File: src/rtl/core/twq_pkg.sv
package twq_pkg;

  localparam int QueueDepth = 16;
  localparam int MaxResults = 16;
  localparam int TimeW      = 64;
  localparam int IdW        = 8;
  localparam int DurW       = 31;

  typedef enum logic [1:0] {
    KIND_ACCEPTED = 2'd0,
    KIND_FULL     = 2'd1,
    KIND_WOKEN    = 2'd2,
    KIND_NONE     = 2'd3
  } result_kind_e;

  typedef enum logic {
    REQ_SLEEP = 1'b0,
    REQ_TICK  = 1'b1
  } req_type_e;

  typedef enum logic [1:0] {
    ST_IDLE,
    ST_INSERT,
    ST_RELEASE
  } twq_state_e;

  typedef enum logic [1:0] {
    CELL_HOLD,
    CELL_INSERT,
    CELL_SHIFT
  } cell_op_e;

  // Broadcast to every cell of the chain
  typedef struct packed {
    cell_op_e         op;
    logic [TimeW-1:0] key;
    logic [IdW-1:0]   id;
  } cell_cmd_t;

endpackage

File: src/rtl/core/twq_cell.sv
module twq_cell (
  input  logic                    clk_i,
  input  twq_pkg::cell_cmd_t      cmd_i,
  input  logic                    occ_i,
  input  logic                    left_le_i,
  input  logic [twq_pkg::TimeW-1:0] left_wake_i,
  input  logic [twq_pkg::IdW-1:0]   left_id_i,
  input  logic [twq_pkg::TimeW-1:0] right_wake_i,
  input  logic [twq_pkg::IdW-1:0]   right_id_i,
  output logic                    le_o,
  output logic [twq_pkg::TimeW-1:0] wake_o,
  output logic [twq_pkg::IdW-1:0]   id_o
);
  import twq_pkg::*;

  logic [TimeW-1:0] wake_q, wake_d;
  logic [IdW-1:0]   id_q, id_d;

  // Occupied and at or before the broadcast key
  assign le_o = occ_i && (wake_q <= cmd_i.key);

  always_comb begin
    wake_d = wake_q;
    id_d   = id_q;
    unique case (cmd_i.op)
      CELL_INSERT: begin
        if (!le_o) begin
          if (left_le_i) begin
            wake_d = cmd_i.key;
            id_d   = cmd_i.id;
          end else begin
            wake_d = left_wake_i;
            id_d   = left_id_i;
          end
        end
      end
      CELL_SHIFT: begin
        wake_d = right_wake_i;
        id_d   = right_id_i;
      end
      default: begin
      end
    endcase
  end

  always_ff @(posedge clk_i) begin
    wake_q <= wake_d;
    id_q   <= id_d;
  end

  assign wake_o = wake_q;
  assign id_o   = id_q;

endmodule

File: src/rtl/core/twq_ctrl.sv
module twq_ctrl #(
  parameter int QUEUE_DEPTH = twq_pkg::QueueDepth
) (
  input  logic                              clk_i,
  input  logic                              rst_ni,
  input  logic                              req_valid_i,
  output logic                              req_ready_o,
  input  logic                              req_type_i,
  input  logic [twq_pkg::IdW-1:0]           sleeper_id_i,
  input  logic [twq_pkg::DurW-1:0]          duration_i,
  input  logic [twq_pkg::TimeW-1:0]         now_time_i,
  input  logic                              head_le_i,
  input  logic                              next_le_i,
  input  logic [twq_pkg::TimeW-1:0]         head_wake_i,
  input  logic [twq_pkg::IdW-1:0]           head_id_i,
  output twq_pkg::cell_cmd_t                cmd_o,
  output logic [$clog2(QUEUE_DEPTH+1)-1:0]  count_o,
  output logic                              res_valid_o,
  input  logic                              res_ready_i,
  output logic [1:0]                        res_kind_o,
  output logic [twq_pkg::IdW-1:0]           res_id_o,
  output logic [twq_pkg::TimeW-1:0]         res_wake_o,
  output logic                              res_last_o
);
  import twq_pkg::*;

  localparam int CntW = $clog2(QUEUE_DEPTH + 1);
  localparam int NumW = $clog2(MaxResults);

  twq_state_e       state_q, state_d;
  logic [CntW-1:0]  count_q, count_d;
  logic [NumW-1:0]  num_q, num_d;
  logic [TimeW-1:0] time_q, time_d;
  logic [TimeW-1:0] when_q, when_d;
  logic [IdW-1:0]   pend_id_q, pend_id_d;

  logic             out_valid_q, out_valid_d;
  result_kind_e     out_kind_q, out_kind_d;
  logic [IdW-1:0]   out_id_q, out_id_d;
  logic [TimeW-1:0] out_wake_q, out_wake_d;
  logic             out_last_q, out_last_d;

  logic slot_free;
  logic accept;
  logic out_load;
  logic rel_last;

  assign slot_free   = !out_valid_q || res_ready_i;
  assign req_ready_o = (state_q == ST_IDLE);
  assign accept      = req_valid_i && req_ready_o;
  // Final release: next cell not due, or the per-tick budget used up
  assign rel_last    = !next_le_i || (num_q == NumW'(MaxResults - 1));

  // Next state
  always_comb begin
    state_d = state_q;
    unique case (state_q)
      ST_IDLE: begin
        if (accept) begin
          state_d = (req_type_i == REQ_TICK) ? ST_RELEASE : ST_INSERT;
        end
      end
      ST_INSERT: begin
        if (slot_free) begin
          state_d = ST_IDLE;
        end
      end
      ST_RELEASE: begin
        if (slot_free && (!head_le_i || rel_last)) begin
          state_d = ST_IDLE;
        end
      end
      default: state_d = ST_IDLE;
    endcase
  end

  // Datapath and result control
  always_comb begin
    count_d    = count_q;
    num_d      = num_q;
    time_d     = time_q;
    when_d     = when_q;
    pend_id_d  = pend_id_q;
    out_load   = 1'b0;
    out_kind_d = out_kind_q;
    out_id_d   = out_id_q;
    out_wake_d = out_wake_q;
    out_last_d = out_last_q;
    cmd_o.op   = CELL_HOLD;
    cmd_o.key  = when_q;
    cmd_o.id   = pend_id_q;
    unique case (state_q)
      ST_IDLE: begin
        if (accept) begin
          if (req_type_i == REQ_TICK) begin
            time_d = now_time_i;
            num_d  = '0;
          end else begin
            when_d    = time_q + TimeW'(duration_i);
            pend_id_d = sleeper_id_i;
          end
        end
      end
      ST_INSERT: begin
        if (slot_free) begin
          out_load   = 1'b1;
          out_id_d   = '0;
          out_last_d = 1'b1;
          if (count_q == CntW'(QUEUE_DEPTH)) begin
            out_kind_d = KIND_FULL;
            out_wake_d = '0;
          end else begin
            out_kind_d = KIND_ACCEPTED;
            out_wake_d = when_q;
            cmd_o.op   = CELL_INSERT;
            count_d    = count_q + CntW'(1);
          end
        end
      end
      ST_RELEASE: begin
        cmd_o.key = time_q;
        if (slot_free) begin
          out_load = 1'b1;
          if (head_le_i) begin
            out_kind_d = KIND_WOKEN;
            out_id_d   = head_id_i;
            out_wake_d = head_wake_i;
            out_last_d = rel_last;
            cmd_o.op   = CELL_SHIFT;
            count_d    = count_q - CntW'(1);
            num_d      = num_q + NumW'(1);
          end else begin
            out_kind_d = KIND_NONE;
            out_id_d   = '0;
            out_wake_d = '0;
            out_last_d = 1'b1;
          end
        end
      end
      default: begin
      end
    endcase
  end

  assign out_valid_d = out_load ? 1'b1 : (res_ready_i ? 1'b0 : out_valid_q);

  always_ff @(posedge clk_i or negedge rst_ni) begin
    if (!rst_ni) begin
      state_q     <= ST_IDLE;
      count_q     <= '0;
      num_q       <= '0;
      time_q      <= '0;
      out_valid_q <= 1'b0;
    end else begin
      state_q     <= state_d;
      count_q     <= count_d;
      num_q       <= num_d;
      time_q      <= time_d;
      out_valid_q <= out_valid_d;
    end
  end

  always_ff @(posedge clk_i) begin
    when_q    <= when_d;
    pend_id_q <= pend_id_d;
    if (out_load) begin
      out_kind_q <= out_kind_d;
      out_id_q   <= out_id_d;
      out_wake_q <= out_wake_d;
      out_last_q <= out_last_d;
    end
  end

  assign count_o     = count_q;
  assign res_valid_o = out_valid_q;
  assign res_kind_o  = out_kind_q;
  assign res_id_o    = out_id_q;
  assign res_wake_o  = out_wake_q;
  assign res_last_o  = out_last_q;

`ifndef SYNTH
  a_count_bound: assert property (@(posedge clk_i) disable iff (!rst_ni)
    count_q <= CntW'(QUEUE_DEPTH))
    else $error("entry count beyond queue depth");

  a_insert_room: assert property (@(posedge clk_i) disable iff (!rst_ni)
    cmd_o.op == CELL_INSERT |-> count_q != CntW'(QUEUE_DEPTH))
    else $error("insert into full chain");

  a_shift_nonempty: assert property (@(posedge clk_i) disable iff (!rst_ni)
    cmd_o.op == CELL_SHIFT |-> count_q != '0)
    else $error("release from empty chain");

  a_release_count: assert property (@(posedge clk_i) disable iff (!rst_ni)
    cmd_o.op == CELL_SHIFT |=> count_q == $past(count_q) - CntW'(1))
    else $error("count not reduced on release");

  a_load_free: assert property (@(posedge clk_i) disable iff (!rst_ni)
    out_load |-> (!out_valid_q || res_ready_i))
    else $error("result register overwritten");
`endif

endmodule

File: src/rtl/core/sorted_wakeup_timer_queue_top.sv
// Sleep request: accepted in IDLE, then INSERT adds it to the chain, or finds it full,
// and loads the result register. Tick: results leave one per cycle, while the result
// channel takes them, from the head of the cell chain; up to 16 woken results, or a
// single nothing-due result, per tick. One request in flight at a time: the next is
// taken once the last result is in the output register.
// Reset (rst_ni low, asynchronous): queue empty, current time zero, no result pending.
module sorted_wakeup_timer_queue_top #(
  parameter int QUEUE_DEPTH = twq_pkg::QueueDepth
) (
  input  logic         clk_i,
  input  logic         rst_ni,
  // Request channel
  input  logic         s_axis_tvalid,
  output logic         s_axis_tready,
  input  logic [103:0] s_axis_tdata,  // sleeper_id[7:0], duration[38:8], now_time[102:39], pad
  input  logic         s_axis_tuser,  // req_type
  // Result channel
  output logic         m_axis_tvalid,
  input  logic         m_axis_tready,
  output logic [71:0]  m_axis_tdata,  // woken_id[7:0], wake_at[71:8]
  output logic [1:0]   m_axis_tuser,  // result_kind
  output logic         m_axis_tlast   // last
);
  import twq_pkg::*;

  localparam int CntW = $clog2(QUEUE_DEPTH + 1);

  cell_cmd_t                        cmd;
  logic [CntW-1:0]                  count;
  logic [QUEUE_DEPTH-1:0]           occ;
  logic [QUEUE_DEPTH-1:0]           le;
  logic [QUEUE_DEPTH-1:0][TimeW-1:0] wake;
  logic [QUEUE_DEPTH-1:0][IdW-1:0]   ids;
  logic [IdW-1:0]                   res_id;
  logic [TimeW-1:0]                 res_wake;

  // Sorted chain: cell 0 holds the earliest wake time. Insert opens a gap by moving
  // later entries one cell right; release moves the whole chain one cell left.
  for (genvar i = 0; i < QUEUE_DEPTH; i++) begin : g_cell
    logic             left_le;
    logic [TimeW-1:0] left_wake;
    logic [IdW-1:0]   left_id;
    logic [TimeW-1:0] right_wake;
    logic [IdW-1:0]   right_id;

    assign occ[i] = (CntW'(i) < count);

    if (i == 0) begin : g_first
      assign left_le   = 1'b1;
      assign left_wake = '0;
      assign left_id   = '0;
    end else begin : g_inner
      assign left_le   = le[i-1];
      assign left_wake = wake[i-1];
      assign left_id   = ids[i-1];
    end

    if (i == QUEUE_DEPTH - 1) begin : g_last
      assign right_wake = '0;
      assign right_id   = '0;
    end else begin : g_body
      assign right_wake = wake[i+1];
      assign right_id   = ids[i+1];
    end

    twq_cell u_cell (
      .clk_i        (clk_i),
      .cmd_i        (cmd),
      .occ_i        (occ[i]),
      .left_le_i    (left_le),
      .left_wake_i  (left_wake),
      .left_id_i    (left_id),
      .right_wake_i (right_wake),
      .right_id_i   (right_id),
      .le_o         (le[i]),
      .wake_o       (wake[i]),
      .id_o         (ids[i])
    );
  end

  // Sequence requests, count entries and hold the result register
  twq_ctrl #(
    .QUEUE_DEPTH (QUEUE_DEPTH)
  ) u_ctrl (
    .clk_i        (clk_i),
    .rst_ni       (rst_ni),
    .req_valid_i  (s_axis_tvalid),
    .req_ready_o  (s_axis_tready),
    .req_type_i   (s_axis_tuser),
    .sleeper_id_i (s_axis_tdata[7:0]),
    .duration_i   (s_axis_tdata[38:8]),
    .now_time_i   (s_axis_tdata[102:39]),
    .head_le_i    (le[0]),
    .next_le_i    (le[1]),
    .head_wake_i  (wake[0]),
    .head_id_i    (ids[0]),
    .cmd_o        (cmd),
    .count_o      (count),
    .res_valid_o  (m_axis_tvalid),
    .res_ready_i  (m_axis_tready),
    .res_kind_o   (m_axis_tuser),
    .res_id_o     (res_id),
    .res_wake_o   (res_wake),
    .res_last_o   (m_axis_tlast)
  );

  assign m_axis_tdata = {res_wake, res_id};

endmodule

File: config.mk
export PLATFORM = sky130hd
export DESIGN_NAME = sorted_wakeup_timer_queue_top
export DESIGN_NICKNAME = d
export VERILOG_FILES = /design/src/rtl/core/twq_pkg.sv /design/src/rtl/core/twq_cell.sv /design/src/rtl/core/twq_ctrl.sv /design/src/rtl/core/sorted_wakeup_timer_queue_top.sv
export SDC_FILE = /design/constraint.sdc
export NUM_CORES = 2
export LEC_CHECK = 0
export BUFFER_PORTS_ARGS = -buffer_cell sky130_fd_sc_hd__buf_4
export CAP_MARGIN = 20
export CORE_UTILIZATION = 35
export CTS_BUF_LIST = sky130_fd_sc_hd__clkbuf_16
export CTS_CLUSTER_SIZE = 14
export DETAILED_ROUTE_END_ITERATION = 7
export PLACE_DENSITY = 0.5
export SETUP_SLACK_MARGIN = 0.3
export SLEW_MARGIN = 20
export SYNTH_ARGS = -nofsm -noshare
export SYNTH_HDL_FRONTEND = slang
export SYNTH_HIERARCHICAL = 1
export SYNTH_SLANG_ARGS = --single-unit
File: constraint.sdc
create_clock -name clk_i -period 20.2 [get_ports clk_i]
set_input_delay 1.01 -clock clk_i [delete_from_list [all_inputs] [get_ports clk_i]]
set_output_delay 1.01 -clock clk_i [all_outputs]
set_load 0.05 [all_outputs]
==> results.ini <==
[clock_network]
clock_latency_ns=0.84
cts_hold_buf=0
h-tree-depth=4
root_buffer=clkbuf_16
numCtsBuffers=172
cts_tree=built
clock-sinks=1375
cts.repair.resized=0
cts_buffer_depth=4
clk_pin_slew_ns=0.06
cts_setup_buffers=0

[power]
power_switching_mw=7.85
p_leak_nw=43.2
p_clk_share_pct=16.3
power_density_nw_per_um2=171
internal_power_mw=10.4
power_mw=18.2
p_comb_share_pct=52.7
p_seq_share_pct=31.0
peakVddDrop_uv=123
p_sw_share_pct=43.0

[routing]
top_layer=met4
dr.pass1.iters=6
wirelength_um=250000
via_count=69200
met2WireLength_um=110000
drtAntennaViolNets=0
met3_length_um=9090
drc=0
wl_met1_um=123000
wl_per_cell_um=18.2
first_iter_violations=4141
viasPerCell=5.04

[global_route]
grt_remaining_overflow=0
antenna_found_initial=1
grt.total_usage_pct=17.9
grt_pass1_wl_um=395000
grt_pass1_vias=69100
grt_max_degree=99

[placement]
hpwl_um=196000
placed_cell_area_um2=102000
portBuffers=184
dp_slack_ns=11.79
gp_congestion=0.848

[layout]
final_common_cell=nand2_1
layout_common_cells=nand2_1 (1763), o21ai_0 (1336), edfxtp_1 (1299)
drive_gt1_share_pct=7.21
final_nets=11200
area_growth_pct=12.0
fin_area_um2=107000

[floorplan]
fp.dieW_um=524
ioPinCount=186
initial_core_util_pct=35.2
core_area_um2=271000
dieArea_um2=275000
fp.dieH_um=524
rows=191

[critical_path]
path_class=reg -> reg
crit_path_start_kind=flop
worstPathMaxFanout=67
crit_arrival_ns=8.66
crit_required_ns=20.64
end_kind=flop

[sta]
finalHoldViolations=0
rsz0062_at_grt=false
worst_pin_slew_ns=1.10
slew_headroom_pct=26.6
setup_ws_ns=11.97
finalMaxSlewViolations=0
layout_min_cycle_time_ns=8.23
finalSetupViolCount=0
clock_skew_ns=0.0317
period_share_pct=40.7
tns_ns=0
max_freq_mhz=122

[logic_synthesis]
syn_inst=9827
avgSynthCellArea_um2=9.72
synth_area_um2=95500
yosysWarningCount=6

[hold_path]
hold_path_class=in -> async

[status]
status=completed

[run]
drv_cap=0

-- stage by stage --
step / cells / util, % / hold slack (ns)
after floorplan: 9970 / - / 0.475
after global placement: 13400 / 37.5 / 0.492
after detailed placement: 13400 / 37.5 / 0.512
after CTS: 13700 / 39.4 / 0.0281
after global routing: 13700 / 39.5 / 0.0676
final: 13700 / 39.5 / 0.0842
-- sequential cells by signal, indices dropped and copies added, names as in the netlist, 2 cells and up --
| register | flops |
|---|---|
| g_cell.u_cell/wake_o | 1024 |
| g_cell.u_cell/id_o | 128 |
| u_ctrl/res_wake_o | 64 |
| u_ctrl/time_q | 64 |
| u_ctrl/when_q | 64 |
| u_ctrl/pend_id_q | 8 |
| u_ctrl/res_id_o | 8 |
| u_ctrl/count_o | 5 |
| u_ctrl/num_q | 4 |
| u_ctrl/res_kind_o | 2 |
| u_ctrl/state_q | 2 |
-- worst max-delay path, stage by stage (launching register included) --
cell	delay, ns
dfrtp_1	0.38
inv_1	0.14
ha_4	0.60
inv_2	0.51
o21ai_2	0.25
buf_4	0.37
inv_1	0.09
ha_1	0.31
and4_1	0.18
a221o_1	0.37
a2111oi_2	0.83
o21ai_1	0.28
nand3b_1	0.31
a21boi_4	0.16
and2_2	0.16
and3_1	0.16
buf_4	0.37
nor2b_4	0.22
buf_4	0.57
a311o_2	0.62
buf_4	0.74
-- power by group through the flow --
| stage | registers (mW) | logic (mW) | clock network (mW) |
|---|---|---|---|
| floorplan | 5.61 | 6.99 | 0 |
| CTS | 5.65 | 9.64 | 3.07 |
| global placement | 5.67 | 9.20 | 0 |
| detailed placement | 5.70 | 9.62 | 0 |
| finish | 5.66 | 9.61 | 2.96 |
| global route | 5.77 | 10.8 | 3.16 |
-- metal layers --
| layer | track usage [%] | up-vias |
|---|---|---|
| met2 | 28.6 | 1230 |
| met1 | 25.2 | 32100 |
| li1 | - | 35500 |
| met5 | 0 | - |
| met3 | 2.02 | 343 |
| met4 | 5.63 | 0 |
-- layout make-up --
class | count | area, µm²
Clock buffer | 176 | 4400
Tap cell | 3570 | 4470
Clock inverter | 117 | 876
Sequential cell | 1375 | 40900
Multi-Input combinational cell | 7094 | 49800
Timing Repair Buffer | 326 | 2470
Inverter | 1062 | 3990
Fill cell | 27100 | 164000
Antenna cell | 2 | 5.00
-- final timing paths --
check	cells past startpoint	endpoint	slack, ns	start
max in group asynchronous	2	u_ctrl/time_q[52]	19.09	rst_ni
min in group clk_i	1	u_ctrl/pend_id_q[6]	0.35	s_axis_tdata[6]
setup reg to reg	20	g_cell[14].u_cell/id_o[7]	11.97	u_ctrl/state_q[0]
hold / removal	1	u_ctrl/time_q[4]	0.08	rst_ni
hold reg to reg	1	u_ctrl/time_q[55]	0.52	u_ctrl/time_q[55]
setup / recovery	20	g_cell[14].u_cell/id_o[7]	11.97	u_ctrl/state_q[0]
(Power assumes the default switching activity.)
